File: src/design/bafa_pkg.sv
// Shared types and constants for the bit array field access block.
package bafa_pkg;

    localparam int OPCODE_W = 3;
    localparam int POS_W = 9;
    localparam int WIDTH_W = 5;
    localparam int VALUE_W = 25;
    localparam int BYTE_W = 8;
    localparam int WINDOW_W = 32;
    localparam int BYTE_IDX_W = POS_W - 3;

    localparam int DEF_STORE_BYTES = 64;
    localparam int DEF_MAX_FIELD_BITS = 25;

    typedef enum logic [OPCODE_W-1:0] {
        OP_SET     = 3'd0,
        OP_CLEAR   = 3'd1,
        OP_GET     = 3'd2,
        OP_EXTRACT = 3'd3,
        OP_INSERT  = 3'd4
    } opcode_t;

    typedef enum logic [2:0] {
        S_IDLE,
        S_WRAP,
        S_READ,
        S_SETTLE,
        S_MERGE,
        S_WRITE,
        S_DONE
    } state_t;

    typedef struct packed {
        logic rd_en;
        logic wr_en;
    } store_cmd_t;

endpackage

File: src/design/bafa_if.sv
// Request and response channel interfaces for the bit array field access block.
interface bafa_req_if;
    logic                           valid;
    logic                           ready;
    logic [bafa_pkg::OPCODE_W-1:0]  opcode;
    logic [bafa_pkg::POS_W-1:0]     bit_position;
    logic [bafa_pkg::WIDTH_W-1:0]   field_width;
    logic [bafa_pkg::VALUE_W-1:0]   write_value;

    modport source (output valid, output opcode, output bit_position,
                    output field_width, output write_value, input ready);
    modport sink (input valid, input opcode, input bit_position,
                  input field_width, input write_value, output ready);
endinterface

interface bafa_rsp_if;
    logic                           valid;
    logic                           ready;
    logic [bafa_pkg::VALUE_W-1:0]   read_value;

    modport source (output valid, output read_value, input ready);
    modport sink (input valid, input read_value, output ready);
endinterface

File: src/design/bit_array_field_access.sv
// Bit array field access: set, clear, get bit and extract/insert fields in a byte store.
// The block serves one request at a time through a byte-serial sequencer on a single
// store port. After a request transfer it reduces the start byte into the store (by
// repeated subtraction of STORE_BYTES when the store holds fewer than 64 bytes), reads
// the four window bytes one per cycle, merges them, and for set, clear and insert writes
// the four bytes back one per cycle. The result waits until the output register is free,
// and the next request is taken in the cycle the result appears. The store reads as all
// zero after reset, with no clearing pass.
module bit_array_field_access #(
    parameter int STORE_BYTES    = bafa_pkg::DEF_STORE_BYTES,
    parameter int MAX_FIELD_BITS = bafa_pkg::DEF_MAX_FIELD_BITS
) (
    input  logic        clk,
    input  logic        rst_n,
    bafa_req_if.sink    req,
    bafa_rsp_if.source  rsp
);

    bafa_pkg::store_cmd_t             cmd;
    logic [$clog2(STORE_BYTES)-1:0]   mem_addr;
    logic [bafa_pkg::BYTE_W-1:0]      mem_wdata;
    logic [bafa_pkg::BYTE_W-1:0]      mem_rdata;

    bafa_ctrl #(
        .STORE_BYTES    (STORE_BYTES),
        .MAX_FIELD_BITS (MAX_FIELD_BITS)
    ) u_ctrl (
        .clk       (clk),
        .rst_n     (rst_n),
        .req       (req),
        .rsp       (rsp),
        .cmd       (cmd),
        .mem_addr  (mem_addr),
        .mem_wdata (mem_wdata),
        .mem_rdata (mem_rdata)
    );

    bafa_store #(
        .STORE_BYTES (STORE_BYTES)
    ) u_store (
        .clk   (clk),
        .rst_n (rst_n),
        .cmd   (cmd),
        .addr  (mem_addr),
        .wdata (mem_wdata),
        .rdata (mem_rdata)
    );

endmodule

File: src/design/bafa_ram.sv
// Generic single-port-write, registered-read RAM.
module bafa_ram #(
    parameter int WIDTH = 8,
    parameter int DEPTH = 64
) (
    input  logic                     clk,
    input  logic                     we,
    input  logic [$clog2(DEPTH)-1:0] waddr,
    input  logic [WIDTH-1:0]         wdata,
    input  logic                     re,
    input  logic [$clog2(DEPTH)-1:0] raddr,
    output logic [WIDTH-1:0]         rdata
);

    logic [WIDTH-1:0] mem [DEPTH];
    logic [WIDTH-1:0] rdata_reg;

    always_ff @(posedge clk)
    begin
        if (we)
        begin
            mem[waddr] <= wdata;
        end
        if (re)
        begin
            rdata_reg <= mem[raddr];
        end
    end

    assign rdata = rdata_reg;

endmodule

File: src/design/bafa_store.sv
// Byte store: RAM plus per-byte written flags so unwritten bytes read as zero.
module bafa_store #(
    parameter int STORE_BYTES = bafa_pkg::DEF_STORE_BYTES
) (
    input  logic                           clk,
    input  logic                           rst_n,
    input  bafa_pkg::store_cmd_t           cmd,
    input  logic [$clog2(STORE_BYTES)-1:0] addr,
    input  logic [bafa_pkg::BYTE_W-1:0]    wdata,
    output logic [bafa_pkg::BYTE_W-1:0]    rdata
);

    logic [STORE_BYTES-1:0]          valid_reg;
    logic [STORE_BYTES-1:0]          valid_next;
    logic                            rd_valid_reg;
    logic                            rd_valid_next;
    logic [bafa_pkg::BYTE_W-1:0]     ram_rdata;

    bafa_ram #(
        .WIDTH (bafa_pkg::BYTE_W),
        .DEPTH (STORE_BYTES)
    ) u_ram (
        .clk   (clk),
        .we    (cmd.wr_en),
        .waddr (addr),
        .wdata (wdata),
        .re    (cmd.rd_en),
        .raddr (addr),
        .rdata (ram_rdata)
    );

    always_comb
    begin
        valid_next = valid_reg;
        rd_valid_next = rd_valid_reg;
        if (cmd.wr_en)
        begin
            valid_next[addr] = 1'b1;
        end
        if (cmd.rd_en)
        begin
            rd_valid_next = valid_reg[addr];
        end
    end

    always_ff @(posedge clk or negedge rst_n)
    begin
        if (!rst_n)
        begin
            valid_reg <= '0;
            rd_valid_reg <= 1'b0;
        end
        else
        begin
            valid_reg <= valid_next;
            rd_valid_reg <= rd_valid_next;
        end
    end

    // a byte never written since reset reads as zero
    assign rdata = rd_valid_reg ? ram_rdata : '0;

endmodule

File: src/design/bafa_ctrl.sv
// Sequencer and shared window shift/merge unit for bit and field operations.
module bafa_ctrl #(
    parameter int STORE_BYTES    = bafa_pkg::DEF_STORE_BYTES,
    parameter int MAX_FIELD_BITS = bafa_pkg::DEF_MAX_FIELD_BITS
) (
    input  logic                           clk,
    input  logic                           rst_n,
    bafa_req_if.sink                       req,
    bafa_rsp_if.source                     rsp,
    output bafa_pkg::store_cmd_t           cmd,
    output logic [$clog2(STORE_BYTES)-1:0] mem_addr,
    output logic [bafa_pkg::BYTE_W-1:0]    mem_wdata,
    input  logic [bafa_pkg::BYTE_W-1:0]    mem_rdata
);

    localparam int RAM_AW = $clog2(STORE_BYTES);
    localparam int WORK_AW = (RAM_AW > bafa_pkg::BYTE_IDX_W) ? RAM_AW : bafa_pkg::BYTE_IDX_W;
    localparam int VW = bafa_pkg::VALUE_W;
    localparam int WW = bafa_pkg::WINDOW_W;
    localparam int BW = bafa_pkg::BYTE_W;
    localparam int WDW = bafa_pkg::WIDTH_W;

    bafa_pkg::state_t state_reg, state_next;
    logic [WORK_AW-1:0] addr_reg, addr_next;
    logic [RAM_AW-1:0]  base_reg, base_next;
    logic [1:0]         cnt_reg, cnt_next;
    logic               rd_pend_reg, rd_pend_next;
    logic               out_valid_reg, out_valid_next;
    logic               wr_op_reg, wr_op_next;
    logic               keep_reg, keep_next;
    logic [2:0]         off_reg, off_next;
    logic [WDW-1:0]     width_reg, width_next;
    logic [VW-1:0]      value_reg, value_next;
    logic [WW-1:0]      win_reg, win_next;
    logic [VW-1:0]      result_reg, result_next;
    logic [VW-1:0]      out_value_reg, out_value_next;

    logic [WDW-1:0]     sat_width;
    logic [WORK_AW-1:0] addr_inc;
    logic [5:0]         shift_full;
    logic [4:0]         shift_amt;
    logic [VW:0]        fmask_full;
    logic [VW-1:0]      fmask;
    logic [WW-1:0]      mask_win;
    logic [WW-1:0]      ins_win;
    logic [WW-1:0]      merged_win;
    logic [WW-1:0]      ext_win;

    // width clamp to 1..MAX_FIELD_BITS
    always_comb
    begin
        if (req.field_width == '0)
        begin
            sat_width = WDW'(1);
        end
        else if (req.field_width > WDW'(MAX_FIELD_BITS))
        begin
            sat_width = WDW'(MAX_FIELD_BITS);
        end
        else
        begin
            sat_width = req.field_width;
        end
    end

    assign addr_inc = (addr_reg == WORK_AW'(STORE_BYTES - 1)) ? '0 : addr_reg + WORK_AW'(1);

    // shared shift unit: field sits (off) bits below the window's top bit
    assign shift_full = 6'd32 - {3'b000, off_reg} - {1'b0, width_reg};
    assign shift_amt  = shift_full[4:0];
    assign fmask_full = ((VW+1)'(1) << width_reg) - (VW+1)'(1);
    assign fmask      = fmask_full[VW-1:0];
    assign mask_win   = {{(WW-VW){1'b0}}, fmask} << shift_amt;
    assign ins_win    = {{(WW-VW){1'b0}}, value_reg & fmask} << shift_amt;
    assign merged_win = (win_reg & ~mask_win) | ins_win;
    assign ext_win    = win_reg >> shift_amt;

    always_comb
    begin
        state_next = state_reg;
        addr_next = addr_reg;
        base_next = base_reg;
        cnt_next = cnt_reg;
        rd_pend_next = 1'b0;
        out_valid_next = out_valid_reg && !rsp.ready;
        wr_op_next = wr_op_reg;
        keep_next = keep_reg;
        off_next = off_reg;
        width_next = width_reg;
        value_next = value_reg;
        win_next = win_reg;
        result_next = result_reg;
        out_value_next = out_value_reg;
        cmd = '0;
        mem_addr = addr_reg[RAM_AW-1:0];
        mem_wdata = win_reg[WW-1 -: BW];
        req.ready = 1'b0;

        // shift in the byte read last cycle
        if (rd_pend_reg)
        begin
            win_next = {win_reg[WW-BW-1:0], mem_rdata};
        end

        case (state_reg)
            bafa_pkg::S_IDLE:
            begin
                req.ready = 1'b1;
                if (req.valid)
                begin
                    off_next = req.bit_position[2:0];
                    addr_next = WORK_AW'(req.bit_position[bafa_pkg::POS_W-1:3]);
                    cnt_next = '0;
                    case (req.opcode)
                        bafa_pkg::OP_SET:
                        begin
                            wr_op_next = 1'b1;
                            keep_next = 1'b0;
                            width_next = WDW'(1);
                            value_next = VW'(1);
                        end
                        bafa_pkg::OP_CLEAR:
                        begin
                            wr_op_next = 1'b1;
                            keep_next = 1'b0;
                            width_next = WDW'(1);
                            value_next = '0;
                        end
                        bafa_pkg::OP_GET:
                        begin
                            wr_op_next = 1'b0;
                            keep_next = 1'b1;
                            width_next = WDW'(1);
                            value_next = '0;
                        end
                        bafa_pkg::OP_EXTRACT:
                        begin
                            wr_op_next = 1'b0;
                            keep_next = 1'b1;
                            width_next = sat_width;
                            value_next = '0;
                        end
                        bafa_pkg::OP_INSERT:
                        begin
                            wr_op_next = 1'b1;
                            keep_next = 1'b0;
                            width_next = sat_width;
                            value_next = req.write_value;
                        end
                        default:
                        begin
                            wr_op_next = 1'b0;
                            keep_next = 1'b0;
                            width_next = WDW'(1);
                            value_next = '0;
                        end
                    endcase
                    state_next = bafa_pkg::S_WRAP;
                end
            end
            bafa_pkg::S_WRAP:
            begin
                // reduce the start byte into the store, one subtract a cycle
                if ({1'b0, addr_reg} >= (WORK_AW+1)'(STORE_BYTES))
                begin
                    addr_next = addr_reg - WORK_AW'(STORE_BYTES);
                end
                else
                begin
                    base_next = addr_reg[RAM_AW-1:0];
                    state_next = bafa_pkg::S_READ;
                end
            end
            bafa_pkg::S_READ:
            begin
                cmd.rd_en = 1'b1;
                rd_pend_next = 1'b1;
                addr_next = addr_inc;
                cnt_next = cnt_reg + 2'd1;
                if (cnt_reg == 2'd3)
                begin
                    state_next = bafa_pkg::S_SETTLE;
                end
            end
            bafa_pkg::S_SETTLE:
            begin
                state_next = bafa_pkg::S_MERGE;
            end
            bafa_pkg::S_MERGE:
            begin
                win_next = merged_win;
                result_next = keep_reg ? (ext_win[VW-1:0] & fmask) : '0;
                addr_next = WORK_AW'(base_reg);
                cnt_next = '0;
                state_next = wr_op_reg ? bafa_pkg::S_WRITE : bafa_pkg::S_DONE;
            end
            bafa_pkg::S_WRITE:
            begin
                cmd.wr_en = 1'b1;
                win_next = {win_reg[WW-BW-1:0], {BW{1'b0}}};
                addr_next = addr_inc;
                cnt_next = cnt_reg + 2'd1;
                if (cnt_reg == 2'd3)
                begin
                    state_next = bafa_pkg::S_DONE;
                end
            end
            bafa_pkg::S_DONE:
            begin
                // hold until the output register is free
                if (!out_valid_reg || rsp.ready)
                begin
                    out_valid_next = 1'b1;
                    out_value_next = result_reg;
                    state_next = bafa_pkg::S_IDLE;
                end
            end
            default:
            begin
                state_next = bafa_pkg::S_IDLE;
            end
        endcase
    end

    always_ff @(posedge clk or negedge rst_n)
    begin
        if (!rst_n)
        begin
            state_reg <= bafa_pkg::S_IDLE;
            addr_reg <= '0;
            cnt_reg <= '0;
            rd_pend_reg <= 1'b0;
            out_valid_reg <= 1'b0;
        end
        else
        begin
            state_reg <= state_next;
            addr_reg <= addr_next;
            cnt_reg <= cnt_next;
            rd_pend_reg <= rd_pend_next;
            out_valid_reg <= out_valid_next;
        end
    end

    always_ff @(posedge clk)
    begin
        base_reg <= base_next;
        wr_op_reg <= wr_op_next;
        keep_reg <= keep_next;
        off_reg <= off_next;
        width_reg <= width_next;
        value_reg <= value_next;
        win_reg <= win_next;
        result_reg <= result_next;
        out_value_reg <= out_value_next;
    end

    assign rsp.valid = out_valid_reg;
    assign rsp.read_value = out_value_reg;

    a_no_rd_wr_overlap: assert property (@(posedge clk) disable iff (!rst_n)
        !(cmd.rd_en && cmd.wr_en))
        else $error("store read and write in the same cycle");

    a_busy_after_transfer: assert property (@(posedge clk) disable iff (!rst_n)
        (req.valid && req.ready) |=> !req.ready)
        else $error("request taken while an item is in flight");

    a_rsp_from_done: assert property (@(posedge clk) disable iff (!rst_n)
        $rose(rsp.valid) |-> $past(state_reg == bafa_pkg::S_DONE))
        else $error("response raised outside completion");

    a_addr_in_store: assert property (@(posedge clk) disable iff (!rst_n)
        (state_reg == bafa_pkg::S_READ || state_reg == bafa_pkg::S_WRITE)
        |-> ({1'b0, addr_reg} < (WORK_AW+1)'(STORE_BYTES)))
        else $error("store address beyond the last byte");

endmodule

File: src/flat_wrapper.sv
// flat-port wrapper written by rule: the top's interface ports become plain ports
module bit_array_field_access_flat 
#(
    parameter int STORE_BYTES    = bafa_pkg::DEF_STORE_BYTES,
    parameter int MAX_FIELD_BITS = bafa_pkg::DEF_MAX_FIELD_BITS
)
  (clk, rst_n, req_valid, req_opcode, req_bit_position, req_field_width, req_write_value, req_ready, rsp_valid, rsp_read_value, rsp_ready);
  bafa_req_if req_i ();
  bafa_rsp_if rsp_i ();
  input  logic clk;
  input  logic rst_n;
  input wire logic [$bits(req_i.valid)-1:0] req_valid;
  input wire logic [$bits(req_i.opcode)-1:0] req_opcode;
  input wire logic [$bits(req_i.bit_position)-1:0] req_bit_position;
  input wire logic [$bits(req_i.field_width)-1:0] req_field_width;
  input wire logic [$bits(req_i.write_value)-1:0] req_write_value;
  output wire logic [$bits(req_i.ready)-1:0] req_ready;
  output wire logic [$bits(rsp_i.valid)-1:0] rsp_valid;
  output wire logic [$bits(rsp_i.read_value)-1:0] rsp_read_value;
  input wire logic [$bits(rsp_i.ready)-1:0] rsp_ready;
  assign req_i.valid = req_valid;
  assign req_i.opcode = req_opcode;
  assign req_i.bit_position = req_bit_position;
  assign req_i.field_width = req_field_width;
  assign req_i.write_value = req_write_value;
  assign req_ready = req_i.ready;
  assign rsp_valid = rsp_i.valid;
  assign rsp_read_value = rsp_i.read_value;
  assign rsp_i.ready = rsp_ready;
  bit_array_field_access #(.STORE_BYTES(STORE_BYTES), .MAX_FIELD_BITS(MAX_FIELD_BITS)) u_core (.clk(clk), .rst_n(rst_n), .req(req_i), .rsp(rsp_i));
endmodule
File: config.mk
export PLATFORM = sky130hd
export DESIGN_NAME = bit_array_field_access_flat
export DESIGN_NICKNAME = d
export VERILOG_FILES = /design/src/design/bafa_pkg.sv /design/src/design/bafa_if.sv /design/src/design/bit_array_field_access.sv /design/src/design/bafa_ram.sv /design/src/design/bafa_store.sv /design/src/design/bafa_ctrl.sv /design/src/flat_wrapper.sv
export SDC_FILE = /design/constraint.sdc
export NUM_CORES = 1
export LEC_CHECK = 0
export BUFFER_PORTS_ARGS = -buffer_cell sky130_fd_sc_hd__buf_2
export CAP_MARGIN = 15
export CORE_UTILIZATION = 60
export DETAILED_ROUTE_END_ITERATION = 10
export GPL_TIMING_DRIVEN = 0
export HOLD_SLACK_MARGIN = 0.06
export PLACE_DENSITY_LB_ADDON = 0.3
export SKIP_CTS_REPAIR_TIMING = 1
export SLEW_MARGIN = 20
export SYNTH_ARGS = -nofsm -noshare
export SYNTH_HDL_FRONTEND = slang
export SYNTH_HIERARCHICAL = 1
export SYNTH_SLANG_ARGS = --single-unit
File: constraint.sdc
create_clock -name clk -period 9.3 [get_ports clk]
set_input_delay 1.395 -clock clk [delete_from_list [all_inputs] [get_ports clk]]
set_output_delay 1.395 -clock clk [all_outputs]
set_load 0.1 [all_outputs]
# [Yosys cells after proc, flatten, opt, wreduce, memory -nomap -nowiden]
# Memory sizes are Yosys's and may differ from the RTL's. A register that Yosys moved wholly into a read port is not among the register bits.
# Index checks and enable logic that the tools add are counted.
[op_classes] n_shift=4 n_reduce_logical=20 order_cmp=3 n_eq_ne=16 bitwise_logic=7 n_mux=29 add_sub_neg=5
[ops] operator="bitwise OR 64 bit" n=1
[ops] operator="case mux 32 bit (2 select lines)" n=1
[ops] operator="<< shifter 25 x 5 -> 32 bit" n=2
[ops] operator="bitwise AND 25 bit" n=2
[ops] operator="case mux 25 bit (2 select lines)" n=1
[ops] operator="bitwise AND 32 bit" n=1
[ops] operator="two-way mux 32 bit" n=1
[ops] operator="inverter 32 bit" n=1
[ops] operator="bitwise OR 32 bit" n=1
[ops] operator=">> shifter 32 x 5 -> 25 bit" n=1
[ops] operator="<< shifter 1 x 5 -> 25 bit (first input constant)" n=1
[ops] operator="subtractor 25 x 2 -> 25 bit (second input constant)" n=1
[ops] operator="case mux 3 bit (7 select lines)" n=1
[ops] operator="case mux 6 bit (3 select lines)" n=1
[ops] operator="== test 3 x 2 -> 1 bit (second input constant)" n=4
[ops] operator="== test 3 bit (second input constant)" n=4
[ops] operator="two-way mux 3 bit" n=4
[ops] operator="two-way mux 6 bit" n=2
[ops] operator="two-way mux 1 bit" n=11
[ops] operator="two-way mux 8 bit" n=1
[ops] operator="!= test 2 bit (second input constant)" n=4
[ops] operator="OR reduction 2 bit" n=4
[ops] operator="less-than comparator 6 x 7 -> 1 bit (second input constant)" n=1
[ops] operator="adder 6 x 1 -> 6 bit (second input constant)" n=1
[ops] operator="other kinds (23)" n=32
[totals] register_bits=201 ram_bits=512 word_cells=102 memories=1 out_inout_bits=27 input_bits=46
[memory_table] name="u_core.u_store.u_ram.mem" words=64 width=8 read_ports=1 rd_clocked_by_memory_dff=1 write_ports=1 line="bafa_ram.sv:15" rtl="logic [WIDTH-1:0] mem [DEPTH];"

# [Longest topological paths before layout]
[depth] ltp_word=7 ltp_mapped=17 mapped_depth_nobuf=12

# [Modules after synthesis]
# Netlist, hierarchy kept.
[by_module_without_submodules] mod="bafa_ram" seq_area_each_um2=15615.0 area_per_inst_um2=20246.9 n_inst=1 cells_per_inst=940
[by_module_without_submodules] mod="bafa_ctrl" seq_area_each_um2=4018.9 area_per_inst_um2=11431.0 n_inst=1 cells_per_inst=1317
[by_module_without_submodules] mod="bafa_store" seq_area_each_um2=1626.6 area_per_inst_um2=2976.6 n_inst=1 cells_per_inst=252

# [Least setup slack after synthesis]
# No wires, ideal clock.
[synth_timing] path_type="reg2out" start="register u_core.u_ctrl.state_reg[0]" end="output port req_ready" required_ns=7.905 path_slack_ns=5.664 n_path_buf=2 path_stages_with_launch=5 arrival_time_ns=2.241 cell_sequence="dfrtp_1 -> clkbuf_1 -> or2_2 -> clkbuf_1 -> nor2_1"
[synth_between] elab_chain_cells=2
[synth_lines] item="start: declaration" line="bafa_ctrl.sv:23" rtl="bafa_pkg::state_t state_reg, state_next;"
[synth_lines] item="start signal: assignment" line="bafa_ctrl.sv:229" rtl="state_reg <= bafa_pkg::S_IDLE;"
[synth_lines] item="start signal: assignment" line="bafa_ctrl.sv:237" rtl="state_reg <= state_next;"
[synth_lines] item="zero test 3 bit" line="bafa_ctrl.sv:105" rtl="case (state_reg)"
[synth_lines] item="two-way mux 1 bit" line="bafa_ctrl.sv:105"
[synth_lines] item="end: declaration" line="flat_wrapper.sv:17" rtl="output wire logic [$bits(req_i.ready)-1:0] req_ready;"
# Every way passes these cells.

# [Worst setup path in the final report]
[layout_timing] start="register u_core.u_ctrl.width_reg[2]" end="register u_core.u_ctrl.win_reg[21], data pin"
[layout_between] elab_chain_cells=7 word_cells_on_any_way=10 cone_classes="add/sub: 2; shift: 3; mux: 1; bitwise: 4"
[layout_lines] item="start: declaration" line="bafa_ctrl.sv:32" rtl="logic [WDW-1:0] width_reg, width_next;"
[layout_lines] item="start signal: assignment" line="bafa_ctrl.sv:251" rtl="width_reg <= width_next;"
[layout_lines] item="<< shifter 1 x 5 -> 25 bit" line="bafa_ctrl.sv:71" rtl="assign fmask_full = ((VW+1)'(1) << width_reg) - (VW+1)'(1);"
[layout_lines] item="subtractor 25 x 2 -> 25 bit" line="bafa_ctrl.sv:71"
[layout_lines] item="<< shifter 25 x 5 -> 32 bit" line="bafa_ctrl.sv:73" rtl="assign mask_win = {{(WW-VW){1'b0}}, fmask} << shift_amt;"
[layout_lines] item="inverter 32 bit" line="bafa_ctrl.sv:75" rtl="assign merged_win = (win_reg & ~mask_win) | ins_win;"
[layout_lines] item="bitwise AND 32 bit" line="bafa_ctrl.sv:75"
[layout_lines] item="bitwise OR 32 bit *" line="bafa_ctrl.sv:75"
[layout_lines] item="case mux 32 bit (2 select lines) *" line="bafa_ctrl.sv:105"
[layout_lines] item="named net u_core.u_ctrl.win_next[21]" line="bafa_ctrl.sv:34" rtl="logic [WW-1:0] win_reg, win_next;"
[layout_lines] item="end signal: assignment" line="bafa_ctrl.sv:253" rtl="win_reg <= win_next;"
[layout_lines] item="end: declaration" line="bafa_ctrl.sv:34"
# Mark *: on every way through the listed nets, which the timed path passes. The rest lies on a longest branch.
# A chain may end at the register's enable or synchronous reset.

==> run_results.csv <==
group,metric,value,unit
worst_setup_path,path_max_fanout,10,
timing,worst_pin_slew,1260,ps
synthesis,yosys-top-cells-count,"edfxtp_1, nor2_1, nand2_1, mux4_2, o21ai_0",
drt,drt_iter0_markers,3987,
worst_setup_path,end_kind,"register",
synthesis,synthesis.nets,2564,
hold_path,holdCritStartpoint,"u_core/u_ctrl/result_reg[10]",
synthesis,synth_most_common_cell,"edfxtp_1",
cells_and_area,largest_register_ffs,512,
drt,postRouteAntennaNets,0,
clocking,clock-sinks,721,
cells_and_area,fin_nets,2714,
timing,slew_headroom,15.4,%
synthesis,ys_ff_latch,721,
hold_path,holdPathStages,0,
drt,post_drt_wl_per_cell,36.8,um
timing,skew,42.4,ps
clocking,numCtsBuffers,73,
floorplanning,die_h,242,um
drt,viasPerCell,7.52,
status,outcome,"finished, final reports clean",
placed_design,placed_area,36100,um2
placed_design,placed_cells,3340,
cells_and_area,drive_gt1_share,19.4,%
synthesis,ys_types,113,
cells_and_area,final_cells,3469,
cells_and_area,finish.instance_area,38400,um2
worst_setup_path,timing.rr.start,"u_core/u_ctrl/width_reg[2]",
pwr,vdd_drop_max,0.000334,V
clocking,cts_tree,"done",
synthesis,synth_area_leaders,"edfxtp_1, mux4_2, dfrtp_1, mux2i_1, nor2_1",
pwr,powerDensity,383,nW/um2
synthesis,ys_warn_count,6,
timing,period_minus_slack,5530,ps
drt,first_pass_iters,7,
worst_setup_path,worstPathArrival,6000,ps
synthesis,synthCells,2509,
drt,via_count,26100,
synthesis,synth_top_cell_area_share,55.7,%
floorplanning,ioPinCount,73,
global_routing,antenna_found_initial,1,
clocking,clockBufferDepth,3,
worst_setup_path,r2r_setup_slack,3770,ps
timing,timing.final.max_slew_violations,0,
floorplanning,die-area,58700,um2
clocking,root_buffer,"clkbuf_16",
timing,hold_viol,0,
worst_setup_path,worst_ep_required_time,9770,ps
synthesis,yosysSeqAreaShare,61.3,%
synthesis,synth_edf_count,643,
hold_path,hold_path_class,"reg -> reg",
worst_setup_path,r2r-end,"u_core/u_ctrl/win_reg[21]",
synthesis,yosys.area.top_type,"edfxtp_1",
global_routing,track_usage,43.6,%
global_routing,grt_pass1_vias,25400,
drt,drt_wl_total,128000,um
synthesis,netlist_area,34700,um2
worst_setup_path,start_kind,"register",
synthesis,avgSynthCellArea,13.8,um2
cells_and_area,syn_to_final_growth,10.7,%
timing,rsz0062_at_grt,"no",
clocking,clk_pin_slew,60,ps
timing,fin_tns_setup,0,ps
floorplanning,core,56700,um2
synthesis,async_flop_share,10.8,%
timing,holdWs,419,ps
global_routing,grt_max_degree,65,
floorplanning,fp.dieW,242,um
placed_design,gp_congestion,1.09,
placed_design,port_buffers,72,
placed_design,dp_hpwl,84200,um
timing,fmax,181,MHz
floorplanning,start_util,61.1,%
hold_path,hold_end,"u_core/u_ctrl/rsp.read_value[10]",
pwr,p_leak,13.3,nW
synthesis,synth_flop_cell,"edfxtp_1",
floorplanning,rows,87,
clocking,htree_levels,3,
timing,setup_viol,0,
drt,drc,0,
global_routing,grt_pass1_wl,182000,um
clocking,clock_latency,650,ps
cells_and_area,utilization,67.6,%
worst_setup_path,critPathKind,"reg -> reg",
global_routing,gr-total-overflow,0,
worst_setup_path,rr_worst_depth,14,
job,cap_violations,0,
timing,period_share,59.5,%
## metal layers
metal  track usage (%)  routed length (um)  share of wire (%)
met1              51.8               41900                 33
met3              10.8               14300                 11
met2              68.6               58700                 46
met5                 0                   0                  0
met4              34.1               12600                9.9
## cell type report
type                            instances  area, um2
Clock inverter                         37        390
Clock buffer                           91       1900
Fill cell                            3788      18400
Timing Repair Buffer                   75        430
Tap cell                              756        946
Multi-Input combinational cell       1583      12300
Sequential cell                       721      21300
Inverter                               22       85.1
Antenna cell                            1       2.50
Buffer                                183       1030
## how the worst max path moves through the flow
| stage | from | endpoint | slack (ps) | cells past startpoint |
|---|---|---|---|---|
| 3_3_place_gp | u_core/u_ctrl/width_reg[2] | u_core/u_ctrl/win_reg[21] | 4040 | 14 |
| 4_1_cts | u_core/u_ctrl/width_reg[2] | u_core/u_ctrl/win_reg[21] | 4050 | 14 |
| 6_report | u_core/u_ctrl/width_reg[2] | u_core/u_ctrl/win_reg[21] | 3770 | 14 |
| 2_1_floorplan | u_core/u_ctrl/state_reg[0] | req_ready | 5660 | 4 |
| 5_1_grt | u_core/u_ctrl/width_reg[2] | u_core/u_ctrl/win_reg[29] | 3830 | 14 |
| 3_5_place_dp | u_core/u_ctrl/width_reg[2] | u_core/u_ctrl/win_reg[21] | 4110 | 14 |
## critical path: stages, from the launching register on
cell and delay, ps:
edfxtp_1 410, buf_6 170, buf_6 140, buf_6 140
nor3_2 500, nand2_1 390, ha_1 400, or2_2 350
o311ai_2 660, nor2_1 270, o22ai_1 500, o22ai_1 150
a221oi_1 850, o21ai_0 190, a31oi_1 210
## kinds of logic (layout without fill, tap and decap cells)
| group | count (synthesis) | count (layout) | synth area share [%] |
|---|---|---|---|
| buffers and inverters | 205 | 408 | 3.20 |
| AO/OA/AOI/OAI | 611 | 611 | 12.6 |
| adder cells (fa/ha/maj) | 9 | 9 | 0.347 |
| AND/OR/NAND/NOR | 707 | 707 | 9.91 |
| XOR/XNOR | 8 | 8 | 0.246 |
| other | 0 | 1 | 0 |
| multiplexers | 248 | 248 | 12.4 |
| flip-flops | 721 | 721 | 61.3 |
## power by group
part           internal (W)  total, W  leakage (nW)  switching [W]
combinational       0.00217   0.00714          5.36        0.00497
clock               0.00156   0.00288          1.11        0.00131
sequential          0.00429   0.00468          6.87       0.000386
total               0.00803    0.0147          13.3        0.00667
## through the flow
step	power (W)	worst slack, ps
after floorplan	0.00880	5660
after global placement	0.0113	4040
after detailed placement	0.0114	4110
after CTS	0.0143	4050
after global routing	0.0150	3830
final	0.0147	3770
## layout by cell type (no fill, tap or decap), drive strengths merged, types with 29 or more instances in the layout
| cell | instances |
|---|---|
| o21ai | 136 |
| a21o | 40 |
| a31oi | 29 |
| nand3 | 60 |
| nand2 | 195 |
| nor2b | 42 |
| mux2i | 78 |
| nor3 | 43 |
| mux4 | 140 |
| and2 | 47 |
| buf | 205 |
| a21oi | 83 |
| o211ai | 40 |
| edfxtp | 643 |
| clkinv | 34 |
| clkbuf | 144 |
| o21bai | 31 |
| dfrtp | 78 |
| nor2 | 202 |
| mux2 | 30 |
Note: power is estimated with default switching activity, not from simulation.
